==> config.mk <==
export PLATFORM = sky130hd
export DESIGN_NAME = ascii_number_parser
export DESIGN_NICKNAME = d
export VERILOG_FILES = /design/src/design/anp_pkg.sv /design/src/design/ascii_number_parser.sv /design/src/design/anp_front.sv /design/src/design/anp_fifo.sv /design/src/design/anp_back.sv
export SDC_FILE = /design/constraint.sdc
export NUM_CORES = 1
export LEC_CHECK = 0
export ABC_AREA = 1
export BUFFER_PORTS_ARGS = -buffer_cell sky130_fd_sc_hd__clkbuf_2
export CAP_MARGIN = 20
export CORE_MARGIN = 4
export CORE_UTILIZATION = 45
export DETAILED_ROUTE_END_ITERATION = 8
export PLACE_DENSITY = 0.63
export SLEW_MARGIN = 20
export SYNTH_ARGS = -nofsm -noshare
export SYNTH_HDL_FRONTEND = slang
export SYNTH_SLANG_ARGS = --single-unit
==> constraint.sdc <==
create_clock -name i_clk -period 8.85 [get_ports i_clk]
set_clock_uncertainty 0.1 [all_clocks]
set_input_delay 0.4425 -clock i_clk [delete_from_list [all_inputs] [get_ports i_clk]]
set_output_delay 0.4425 -clock i_clk [all_outputs]
set_load 0.02 [all_outputs]
==> src/design/anp_pkg.sv <==
package anp_pkg;

    localparam int unsigned CHAR_W     = 8;
    localparam int unsigned VALUE_W    = 64;
    localparam int unsigned DIGIT_W    = 4;
    localparam int unsigned FIFO_DEPTH = 2;
    localparam int unsigned FIFO_PTR_W = $clog2(FIFO_DEPTH);
    localparam int unsigned FIFO_CNT_W = $clog2(FIFO_DEPTH + 1);

    localparam logic [CHAR_W-1:0] CHAR_NUL      = 8'h00;
    localparam logic [CHAR_W-1:0] CHAR_ZERO     = 8'h30;
    localparam logic [CHAR_W-1:0] CHAR_NINE     = 8'h39;
    localparam logic [CHAR_W-1:0] CHAR_UPPER_A  = 8'h41;
    localparam logic [CHAR_W-1:0] CHAR_UPPER_F  = 8'h46;
    localparam logic [CHAR_W-1:0] CHAR_LOWER_A  = 8'h61;
    localparam logic [CHAR_W-1:0] CHAR_LOWER_F  = 8'h66;
    localparam logic [CHAR_W-1:0] CHAR_UPPER_X  = 8'h58;
    localparam logic [CHAR_W-1:0] CHAR_LOWER_X  = 8'h78;
    localparam logic [DIGIT_W-1:0] HEX_LETTER_BASE = 4'd10;

    // Character position saturates at two.
    localparam logic [1:0] POS_FIRST  = 2'd0;
    localparam logic [1:0] POS_SECOND = 2'd1;
    localparam logic [1:0] POS_LATER  = 2'd2;

    // Commands passed from the classifier to the accumulator.
    typedef enum logic [1:0] {
        OP_DIGIT = 2'd0,
        OP_CLEAR = 2'd1,
        OP_END   = 2'd2
    } t_op_kind;

    typedef struct packed {
        t_op_kind             kind;
        logic                 hex;
        logic [DIGIT_W-1:0]   digit;
        logic                 error;
    } t_op;

endpackage

==> src/design/ascii_number_parser.sv <==
// Output: a NUL terminator's command enters the command queue when its transfer is accepted,
// and the back end moves the finished result from the queue into the output register.
// Throughput: one character per cycle; the input stalls only when the two-entry
// command queue is full, which happens when the result register is not drained.
// Reset: i_rst_n is synchronous and active low; it empties the queue, clears the
// accumulator and the prefix/error tracking, and drops the output valid.
module ascii_number_parser (
    input  logic                                i_clk,
    input  logic                                i_rst_n,
    // Input stream: one ASCII character per transfer.
    input  logic                                i_s_axis_tvalid,
    output logic                                o_s_axis_tready,
    input  logic [anp_pkg::CHAR_W-1:0]          i_s_axis_tdata,  // [7:0] char_in
    // Output stream: one parsed number per terminated string.
    output logic                                o_m_axis_tvalid,
    input  logic                                i_m_axis_tready,
    output logic [anp_pkg::VALUE_W-1:0]         o_m_axis_tdata,  // [63:0] value
    output logic                                o_m_axis_tuser   // [0] type_error
);

    // The front end classifies each character against the string state it keeps
    // (position, leading zero, hex prefix, latched error) and turns it into a
    // command: add a digit, clear for the hex prefix, or end the string. Invalid
    // characters and characters after an error produce no command at all.
    logic          w_accept;
    logic          w_push;
    anp_pkg::t_op  w_push_op;
    logic          w_full;
    logic          w_pop;
    logic          w_q_valid;
    anp_pkg::t_op  w_q_op;

    assign o_s_axis_tready = !w_full;
    assign w_accept        = i_s_axis_tvalid && o_s_axis_tready;

    anp_front u_front (
        .i_clk    (i_clk),
        .i_rst_n  (i_rst_n),
        .i_accept (w_accept),
        .i_char   (i_s_axis_tdata),
        .o_push   (w_push),
        .o_op     (w_push_op)
    );

    // A short queue decouples the classifier from the accumulator, so input
    // transfers keep flowing while a finished result waits on the output side.
    anp_fifo u_fifo (
        .i_clk   (i_clk),
        .i_rst_n (i_rst_n),
        .i_push  (w_push),
        .i_op    (w_push_op),
        .o_full  (w_full),
        .i_pop   (w_pop),
        .o_valid (w_q_valid),
        .o_op    (w_q_op)
    );

    // The back end owns the 64-bit accumulator and the output register. Digit
    // commands retire every cycle; an end command waits only for the output
    // register to be free or being taken in the same cycle.
    anp_back u_back (
        .i_clk      (i_clk),
        .i_rst_n    (i_rst_n),
        .i_op_valid (w_q_valid),
        .i_op       (w_q_op),
        .o_op_pop   (w_pop),
        .o_valid    (o_m_axis_tvalid),
        .i_ready    (i_m_axis_tready),
        .o_value    (o_m_axis_tdata),
        .o_error    (o_m_axis_tuser)
    );

endmodule

==> src/design/anp_front.sv <==
module anp_front (
    input  logic                          i_clk,
    input  logic                          i_rst_n,
    input  logic                          i_accept,
    input  logic [anp_pkg::CHAR_W-1:0]    i_char,
    output logic                          o_push,
    output anp_pkg::t_op                  o_op
);

    logic [1:0] r_pos;
    logic [1:0] n_pos;
    logic       r_lead_zero;
    logic       n_lead_zero;
    logic       r_hex;
    logic       n_hex;
    logic       r_err;
    logic       n_err;

    logic                           w_is_dec;
    logic                           w_is_upper;
    logic                           w_is_lower;
    logic                           w_is_x;
    logic                           w_valid_digit;
    logic [anp_pkg::DIGIT_W-1:0]    w_digit;
    logic [anp_pkg::CHAR_W-1:0]     w_off;

    assign w_is_dec   = (i_char >= anp_pkg::CHAR_ZERO) && (i_char <= anp_pkg::CHAR_NINE);
    assign w_is_upper = (i_char >= anp_pkg::CHAR_UPPER_A) && (i_char <= anp_pkg::CHAR_UPPER_F);
    assign w_is_lower = (i_char >= anp_pkg::CHAR_LOWER_A) && (i_char <= anp_pkg::CHAR_LOWER_F);
    assign w_is_x     = (i_char == anp_pkg::CHAR_LOWER_X) || (i_char == anp_pkg::CHAR_UPPER_X);
    assign w_valid_digit = w_is_dec || (r_hex && (w_is_upper || w_is_lower));

    always_comb begin
        priority if (w_is_dec) begin
            w_off   = i_char - anp_pkg::CHAR_ZERO;
            w_digit = w_off[anp_pkg::DIGIT_W-1:0];
        end else if (w_is_upper) begin
            w_off   = i_char - anp_pkg::CHAR_UPPER_A;
            w_digit = w_off[anp_pkg::DIGIT_W-1:0] + anp_pkg::HEX_LETTER_BASE;
        end else begin
            w_off   = i_char - anp_pkg::CHAR_LOWER_A;
            w_digit = w_off[anp_pkg::DIGIT_W-1:0] + anp_pkg::HEX_LETTER_BASE;
        end
    end

    always_comb begin
        n_pos       = r_pos;
        n_lead_zero = r_lead_zero;
        n_hex       = r_hex;
        n_err       = r_err;
        o_push      = 1'b0;
        o_op.kind   = anp_pkg::OP_DIGIT;
        o_op.hex    = r_hex;
        o_op.digit  = w_digit;
        o_op.error  = r_err;
        if (i_accept) begin
            if (i_char == anp_pkg::CHAR_NUL) begin
                // End of string: report and start over.
                o_push      = 1'b1;
                o_op.kind   = anp_pkg::OP_END;
                n_pos       = anp_pkg::POS_FIRST;
                n_lead_zero = 1'b0;
                n_hex       = 1'b0;
                n_err       = 1'b0;
            end else begin
                if (!r_err) begin
                    if (r_pos == anp_pkg::POS_SECOND && r_lead_zero && w_is_x) begin
                        n_hex     = 1'b1;
                        o_push    = 1'b1;
                        o_op.kind = anp_pkg::OP_CLEAR;
                    end else if (!w_valid_digit) begin
                        n_err = 1'b1;
                    end else begin
                        o_push = 1'b1;
                        if (r_pos == anp_pkg::POS_FIRST && i_char == anp_pkg::CHAR_ZERO) begin
                            n_lead_zero = 1'b1;
                        end
                    end
                end
                if (r_pos != anp_pkg::POS_LATER) begin
                    n_pos = r_pos + 2'd1;
                end
            end
        end
    end

    always_ff @(posedge i_clk) begin
        if (!i_rst_n) begin
            r_pos       <= anp_pkg::POS_FIRST;
            r_lead_zero <= 1'b0;
            r_hex       <= 1'b0;
            r_err       <= 1'b0;
        end else begin
            r_pos       <= n_pos;
            r_lead_zero <= n_lead_zero;
            r_hex       <= n_hex;
            r_err       <= n_err;
        end
    end

endmodule

==> src/design/anp_fifo.sv <==
module anp_fifo (
    input  logic         i_clk,
    input  logic         i_rst_n,
    input  logic         i_push,
    input  anp_pkg::t_op i_op,
    output logic         o_full,
    input  logic         i_pop,
    output logic         o_valid,
    output anp_pkg::t_op o_op
);

    anp_pkg::t_op r_mem [anp_pkg::FIFO_DEPTH];

    logic [anp_pkg::FIFO_PTR_W-1:0] r_wr_ptr;
    logic [anp_pkg::FIFO_PTR_W-1:0] r_rd_ptr;
    logic [anp_pkg::FIFO_CNT_W-1:0] r_count;
    logic                           w_do_push;
    logic                           w_do_pop;

    assign o_full    = (r_count == anp_pkg::FIFO_CNT_W'(anp_pkg::FIFO_DEPTH));
    assign o_valid   = (r_count != '0);
    assign o_op      = r_mem[r_rd_ptr];
    assign w_do_push = i_push && !o_full;
    assign w_do_pop  = i_pop && o_valid;

    always_ff @(posedge i_clk) begin
        if (w_do_push) begin
            r_mem[r_wr_ptr] <= i_op;
        end
    end

    always_ff @(posedge i_clk) begin
        if (!i_rst_n) begin
            r_wr_ptr <= '0;
            r_rd_ptr <= '0;
            r_count  <= '0;
        end else begin
            if (w_do_push) begin
                r_wr_ptr <= (r_wr_ptr == anp_pkg::FIFO_PTR_W'(anp_pkg::FIFO_DEPTH - 1))
                            ? '0 : r_wr_ptr + anp_pkg::FIFO_PTR_W'(1);
            end
            if (w_do_pop) begin
                r_rd_ptr <= (r_rd_ptr == anp_pkg::FIFO_PTR_W'(anp_pkg::FIFO_DEPTH - 1))
                            ? '0 : r_rd_ptr + anp_pkg::FIFO_PTR_W'(1);
            end
            unique case ({w_do_push, w_do_pop})
                2'b10:   r_count <= r_count + anp_pkg::FIFO_CNT_W'(1);
                2'b01:   r_count <= r_count - anp_pkg::FIFO_CNT_W'(1);
                default: r_count <= r_count;
            endcase
        end
    end

endmodule

==> src/design/anp_back.sv <==
module anp_back (
    input  logic                          i_clk,
    input  logic                          i_rst_n,
    input  logic                          i_op_valid,
    input  anp_pkg::t_op                  i_op,
    output logic                          o_op_pop,
    output logic                          o_valid,
    input  logic                          i_ready,
    output logic [anp_pkg::VALUE_W-1:0]   o_value,
    output logic                          o_error
);

    logic [anp_pkg::VALUE_W-1:0] r_acc;
    logic [anp_pkg::VALUE_W-1:0] n_acc;
    logic                        r_valid;
    logic [anp_pkg::VALUE_W-1:0] r_value;
    logic                        r_error;
    logic                        w_out_free;
    logic                        w_emit;
    logic [anp_pkg::VALUE_W-1:0] w_digit_ext;

    assign w_out_free  = !r_valid || i_ready;
    assign o_op_pop    = i_op_valid && ((i_op.kind != anp_pkg::OP_END) || w_out_free);
    assign w_emit      = o_op_pop && (i_op.kind == anp_pkg::OP_END);
    assign w_digit_ext = anp_pkg::VALUE_W'(i_op.digit);

    // acc*16 is a shift; acc*10 is acc*8 + acc*2.
    always_comb begin
        n_acc = r_acc;
        if (o_op_pop) begin
            unique case (i_op.kind)
                anp_pkg::OP_DIGIT: begin
                    if (i_op.hex) begin
                        n_acc = {r_acc[anp_pkg::VALUE_W-5:0], 4'b0000} + w_digit_ext;
                    end else begin
                        n_acc = {r_acc[anp_pkg::VALUE_W-4:0], 3'b000}
                              + {r_acc[anp_pkg::VALUE_W-2:0], 1'b0} + w_digit_ext;
                    end
                end
                anp_pkg::OP_CLEAR: n_acc = '0;
                anp_pkg::OP_END:   n_acc = '0;
                default:           n_acc = r_acc;
            endcase
        end
    end

    always_ff @(posedge i_clk) begin
        if (!i_rst_n) begin
            r_acc   <= '0;
            r_valid <= 1'b0;
        end else begin
            r_acc <= n_acc;
            if (w_emit) begin
                r_valid <= 1'b1;
            end else if (i_ready) begin
                r_valid <= 1'b0;
            end
        end
    end

    always_ff @(posedge i_clk) begin
        if (w_emit) begin
            r_value <= i_op.error ? '0 : r_acc;
            r_error <= i_op.error;
        end
    end

    assign o_valid = r_valid;
    assign o_value = r_value;
    assign o_error = r_error;

endmodule

==> impl_metrics.toml, run 1 <==
[clock_network]
cts_tree = "built"
clkSinkCount = 156
cts_root_buf = "clkbuf_16"
cts-resized-gates = 0
postCtsSetupBuffers = 0
cts_buffer_depth = 2
cts.clk_slew.worst_paths_ps = 80
cts_max_level = 4
ctsHoldBuffers = 0
cts_made_buffers = 17
clock_latency_ps = 450

[global_routing]
grt-ovfl-total = 0
antenna_found_initial = 0
grt_pass1_vias = 11496
grt_pass1_wl_um = 61910
grt_start_max_net_pins = 69
track_usage_pct = 25.13

[cells_and_area]
final_common_cell = "nand2_1"
syn_to_final_growth_pct = 10.67
nFillCells = 2940
mostFrequentLayoutCells = "675 x nand2_1, 390 x inv_1, 178 x nor2_1, 169 x a21oi_1, 131 x ha_1"
drive_above_1_share_pct = 9.091
diodes = 0
fin_nets = 2211
final_util_pct = 51.01
finalNonFillerCells = 2457

[min_path]
holdPathEnd = "u_back.o_valid"
hp-class = "primary input to register"
hold_start = "i_m_axis_tready"
hold_path_depth = 4

[die]
die_area_um2 = 31470
die_h_um = 177.4
ios = 79
core_um2 = 28010
rows = 61
dieWidth_um = 177.4
start_util_pct = 46.09

[routing]
ant_nets = 0
drtIter0Drc = 990
drt-total-wl_um = 38890
vias_per_cell = 4.912
drt-pass1-iter-count = 6
route.detailed.drc = 0
num_vias = 12068
wl_per_cell_um = 15.83

[timing]
hold_viol = 0
slew_headroom_pct = 37.18
tns_ps = 0
rsz0062_at_grt = "no"
drv_slew = 0
tightestPinTransition_ps = 942.3
post-route-min-period_ps = 3431
hold_slack_ps = 219.2
clock.fmax_mhz = 291.4
finalSetupViolCount = 0
fin_crit_sh_pct = 38.77

[logic_synthesis]
synth_nets = 2147
yosys_warnings = 0
syn_area_um2 = 12910
synth_largest_area_cell = "nand2_1"
yosys_register_bits = 156
synth_area_per_cell_um2 = 6.449
syn_inst = 2002
ys_types = 39
synthTopCellsByArea = "nand2_1 20%, edfxtp_1 19%, ha_1 13%"
synth_top_area_share_pct = 19.71
seq_area_frac_synth_pct = 30.47

[critical_path]
crit_type = "register to register"
cp.arrival_ps = 3620
worstPathMaxFanout = 9
reg2reg_depth = 15
cp_data_required_time_ps = 9040
cp-end-kind = "register"
r2r_end = "u_back.r_acc[62]"
reg2reg_slack_ps = 5420
start_kind = "register"

[power]
powerDensity_nw_per_um2 = 211.4
p_leak_nw = 7.592
vdd_drop_max_mv = 0.1939

[place]
place_congestion = 0.9819
dp.cells = 2425
port_buffers = 78
hpwl_um = 30780

[run]
cap_violations = 0

[status]
run_status = "finished, final reports clean"
[power by group]
group / switching, mW / total (mW) / internal, mW
registers: 0.0925 / 1.03 / 0.936
clock network: 0.407 / 0.794 / 0.386
logic: 0.858 / 1.20 / 0.340
[final cells by class]
class / count / area (µm²) / area share (%)
tap: 378 / 473.0 / 3.310
clock inverter: 15 / 191.4 / 1.340
multi-input combinational: 1400 / 7298 / 51.08
clock buffer: 17 / 425.4 / 2.977
sequential: 156 / 3934 / 27.53
inverter: 406 / 1524 / 10.67
timing repair buffer: 85 / 442.9 / 3.100
[layer usage]
metal  track usage, %  vias to the layer above  routed length [µm]
met4            6.059                        0                 598
li1                 -                     6327                   -
met2            40.55                      287               17290
met3            3.004                       39                1835
met5                0                        -                   0
met1            36.05                     5415               19160
[Yosys cell counts]
master	number
nand2_2	12
nor3_4	1
nor3_2	7
inv_1	392
edfxtp_1	81
nor3_1	9
a21oi_2	3
nand3_2	6
nor2_4	4
o41ai_1	1
inv_2	13
clkinv_1	1
o21ai_0	40
mux2i_1	1
buf_1	2
nor2_1	178
nand2_1	678
a21o_1	1
o21bai_2	1
or2_1	1
o21ai_1	5
buf_2	7
or2_2	3
and2_1	1
a21oi_1	169
ha_1	131
a32oi_1	1
o21bai_1	4
nand4_1	10
o211ai_1	5
a41oi_1	1
nand3_1	77
fa_1	2
clkbuf_1	30
buf_4	1
xor2_1	30
nor2_2	16
nor4_2	2
dfxtp_1	75
[worst max-delay path by stage]
stage	startpoint	endpoint	slack (ps)	depth (start not counted)
after global placement	register	u_back.r_acc[50]	5520	15
after detailed placement	register	u_back.r_acc[50]	5480	15
after global routing	register	u_back.r_acc[22]	5100	13
after floorplan	register	u_back.o_error	5850	10
after CTS	register	u_back.r_acc[50]	5460	15
final	register	u_back.r_acc[62]	5420	15
[stage by stage]
step	power, mW	area (µm²)	setup slack, ps
floorplan	1.868	12910	5853
global placement	2.229	13670	5522
detailed placement	2.241	13670	5477
CTS	3.031	14290	5462
global route	3.212	14290	5099
finish	3.020	14290	5419
[cell families after synthesis]
logic type | after synthesis | share of synthesized area (%)
and+or+nand+nor | 1005 | 31.98
DFF | 156 | 30.47
AOI/OAI and AO/OA | 231 | 9.371
muxes | 1 | 0.07753
adders and majority gates | 133 | 13.01
xor gates and xnor gates | 30 | 2.035
buffers and inverters | 446 | 13.06
[critical path, cell delays in order (launching register included)]
cell and delay (ps):
dfxtp_1 510, mux2i_1 310, fa_1 500, fa_1 460
inv_1 160, nand3_1 120, nand2_1 150, nand3_1 90
nand3_1 160, nand2_1 70, nand2_1 220, nand2_1 130
nand3_1 90, nand3_1 80, nand2_1 80, a21oi_2 60
[flip-flops by register name, indices dropped and copies added (netlist names), named ones only]
register             cells
u_back.o_value          64
u_back.r_acc            64
u_fifo.r_mem            16
u_fifo.r_count           2
u_front.r_pos            2
u_back.o_error           1
u_back.o_valid           1
u_fifo.r_rd_ptr          1
u_fifo.r_wr_ptr          1
u_front.r_err            1
u_front.r_hex            1
u_front.r_lead_zero      1
Power figures use the tool's default switching activity.
==> run 2, diff against run 1 <==
ABC_AREA = 0   (was 1)
clock period = 3.4 ns   (was 8.85 ns; I/O delays follow)
==> impl_metrics.toml, run 2 <==
[routing]
wl_per_cell_um = 17.69
route.detailed.drc = 0
vias_per_cell = 5.746
num_vias = 9705
drt-total-wl_um = 29870
drtIter0Drc = 778
drt-pass1-iter-count = 6
ant_nets = 0

[timing]
fin_crit_sh_pct = 110.4
slew_headroom_pct = 30.39
rsz0062_at_grt = "yes"
hold_slack_ps = 32.17
tightestPinTransition_ps = 1044
setup_slack_ps = -352.8
drv_slew = 0
hold_viol = 0
post-route-min-period_ps = 3753
clock.fmax_mhz = 266.5
finalSetupViolCount = 36

[logic_synthesis]
seq_area_frac_synth_pct = 36.10
post-synth-top-count-cell = "ha_1"
syn_inst = 1157
syn_area_um2 = 10900
yosys_warnings = 0
synth_top_area_share_pct = 22.32
synth_common_cells = "131 x ha_1, 101 x nor2_1, 95 x nand2_1, 92 x a21oi_1, 81 x edfxtp_1"
synth_largest_area_cell = "edfxtp_1"
synth_nets = 1302
async_flop_share_pct = 0
ys_types = 85
synth_edf_count = 81
synthTopCellsByArea = "edfxtp_1 22%, ha_1 15%, dfxtp_1 14%"
synth_flop_cell = "edfxtp_1"
synth_area_per_cell_um2 = 9.418
yosys_register_bits = 156

[status]
run_status = "complete, but fails checks"
violations = "setup timing"

[cells_and_area]
fin_nets = 1502
mostFrequentLayoutCells = "148 x buf_4, 128 x ha_1, 97 x nor2_1, 93 x nand2_1, 81 x edfxtp_1"
syn_to_final_growth_pct = 26.17
nFillCells = 2050
diodes = 0
finalNonFillerCells = 1689
final_common_cell = "buf_4"
drive_above_1_share_pct = 27.74

[critical_path]
cp-end-kind = "register"
crit_slowest_cell = "fa_2"
cp_data_required_time_ps = 3600
worstPathMaxFanout = 3
cpPeakStageDelay_ps = 410
crit_family = "compound AO/OA/AOI/OAI gates"
crit_path_cell_trace = "buf_6 -> mux2_4 -> ha_4 -> ha_4 -> inv_2 -> fa_2 -> nor2b_4 -> o2111ai_2 -> nand3b_1 -> a31oi_4 -> buf_6 -> a21oi_4 -> nor4b_4 -> buf_6 -> o211a_4 -> o41ai_4 -> xnor2_1 -> o22ai_1"
cp.arrival_ps = 3960
crit_type = "register to register"
cpMostUsedCell = "buf_6"
start_kind = "register"
path_buf_inv = 4

[clock_network]
clkSinkCount = 156
cts_buffer_depth = 2
cts.clk_slew.worst_paths_ps = 70
cts_root_buf = "clkbuf_16"
cts_max_level = 4
clock_latency_ps = 430
cts_tree = "built"
cts_made_buffers = 17

[die]
die_h_um = 163.6
ios = 79
rows = 56
die_area_um2 = 26770
start_util_pct = 46.15
dieWidth_um = 163.6
core_um2 = 23610

[global_routing]
antenna_found_initial = 0
grt_pass1_wl_um = 48170
grt-ovfl-total = 0
track_usage_pct = 22.16
grt_start_max_net_pins = 54
grt_pass1_vias = 9503

[place]
dp_slack_ps = -533.0
place_congestion = 0.9151
port_buffers = 78
hpwl_um = 21550
dp.cells = 1634

[power]
p_leak_nw = 6.322
powerDensity_nw_per_um2 = 366.9
vdd_drop_max_mv = 0.3389

[run]
cap_violations = 0

[min_path]
hp-class = "primary input to register"
## run 2: changes by cell type in the layout (fill, tap and decap cells not counted), sizes merged, moves of 11 or more
cell / change
a21o: +34
a21oi: -79
a222oi: +24
a22oi: +26
a31oi: +11
and2: +66
buf: +159
inv: -376
nand2: -594
nand3: -61
nor2: -96
xnor2: +36
## run 2: final cells by class
cell class	instances	area [µm²]	share of cell area, %
inverter	28	105.1	0.7645
tap	319	399.1	2.903
clock inverter	14	135.1	0.9829
sequential	156	3935	28.62
clock buffer	18	429.2	3.122
timing repair buffer	246	1733	12.60
multi-input combinational	908	7012	51.00
## run 2: report_power, final
part	total [mW]	switching, mW	internal [mW]
Clock	1.88	0.858	1.03
Combinational	1.06	0.731	0.334
Sequential	2.10	0.0349	2.06
## run 2: through the flow
stage	area, µm²	setup TNS [ps]	power, mW	util [%]
2_1_floorplan	10970	-1205	2.898	-
3_3_place_gp	12490	-8573	3.148	52.90
3_5_place_dp	12490	-12240	3.160	52.90
4_1_cts	13420	-3938	5.070	56.83
5_1_grt	13750	-12040	5.259	58.22
6_report	13750	-5160	5.044	58.22
## run 2: worst paths after layout
path                startpoint            endpoint  slack (ps)  depth (start not counted)
max reg2reg           register    u_back.r_acc[56]        -350                         18
min reg2reg   u_back.r_acc[61]    u_back.r_acc[61]         410                          2
max                   register    u_back.r_acc[56]        -350                         18
min          i_s_axis_tdata[1]  u_fifo.r_mem[1][2]          30                          2
## run 2: kinds of logic (layout without fill, tap and decap cells)
family,Yosys count,after routing,share of synthesized area (%)
flops,156,156,36.10
xor+xnor,63,63,5.064
compound gates,330,330,20.96
mux,14,14,1.366
simple gates,368,368,16.74
fa+ha+maj,133,133,15.41
buf+inv,93,306,4.363
## run 2: what timing repair did
action | in CTS | in global routing
hold buffers | 2 | 0
endpoints found under the hold margin | 2 | 0
endpoints found under the setup margin | 45 | 48
pin swaps | 71 | 65
gates resized for setup | 56 | 55
setup buffers | 16 | 12
## run 2: routing by layer
layer / wire length [µm] / vias up / global-route usage [%]
li1: - / 4708 / -
met3: 1789 / 53 / 3.205
met4: 686 / 0 / 7.091
met5: 0 / - / 0
met1: 13610 / 4626 / 30.74
met2: 13780 / 318 / 35.76
## run 2: worst register-to-register path: stages (launching register included)
cell	delay, ps
dfxtp_2	350
buf_6	110
mux2_4	320
ha_4	280
ha_4	130
inv_2	40
fa_2	410
nor2b_4	140
o2111ai_2	110
nand3b_1	170
a31oi_4	140
buf_6	160
a21oi_4	130
nor4b_4	60
buf_6	140
o211a_4	270
o41ai_4	340
xnor2_1	150
o22ai_1	80
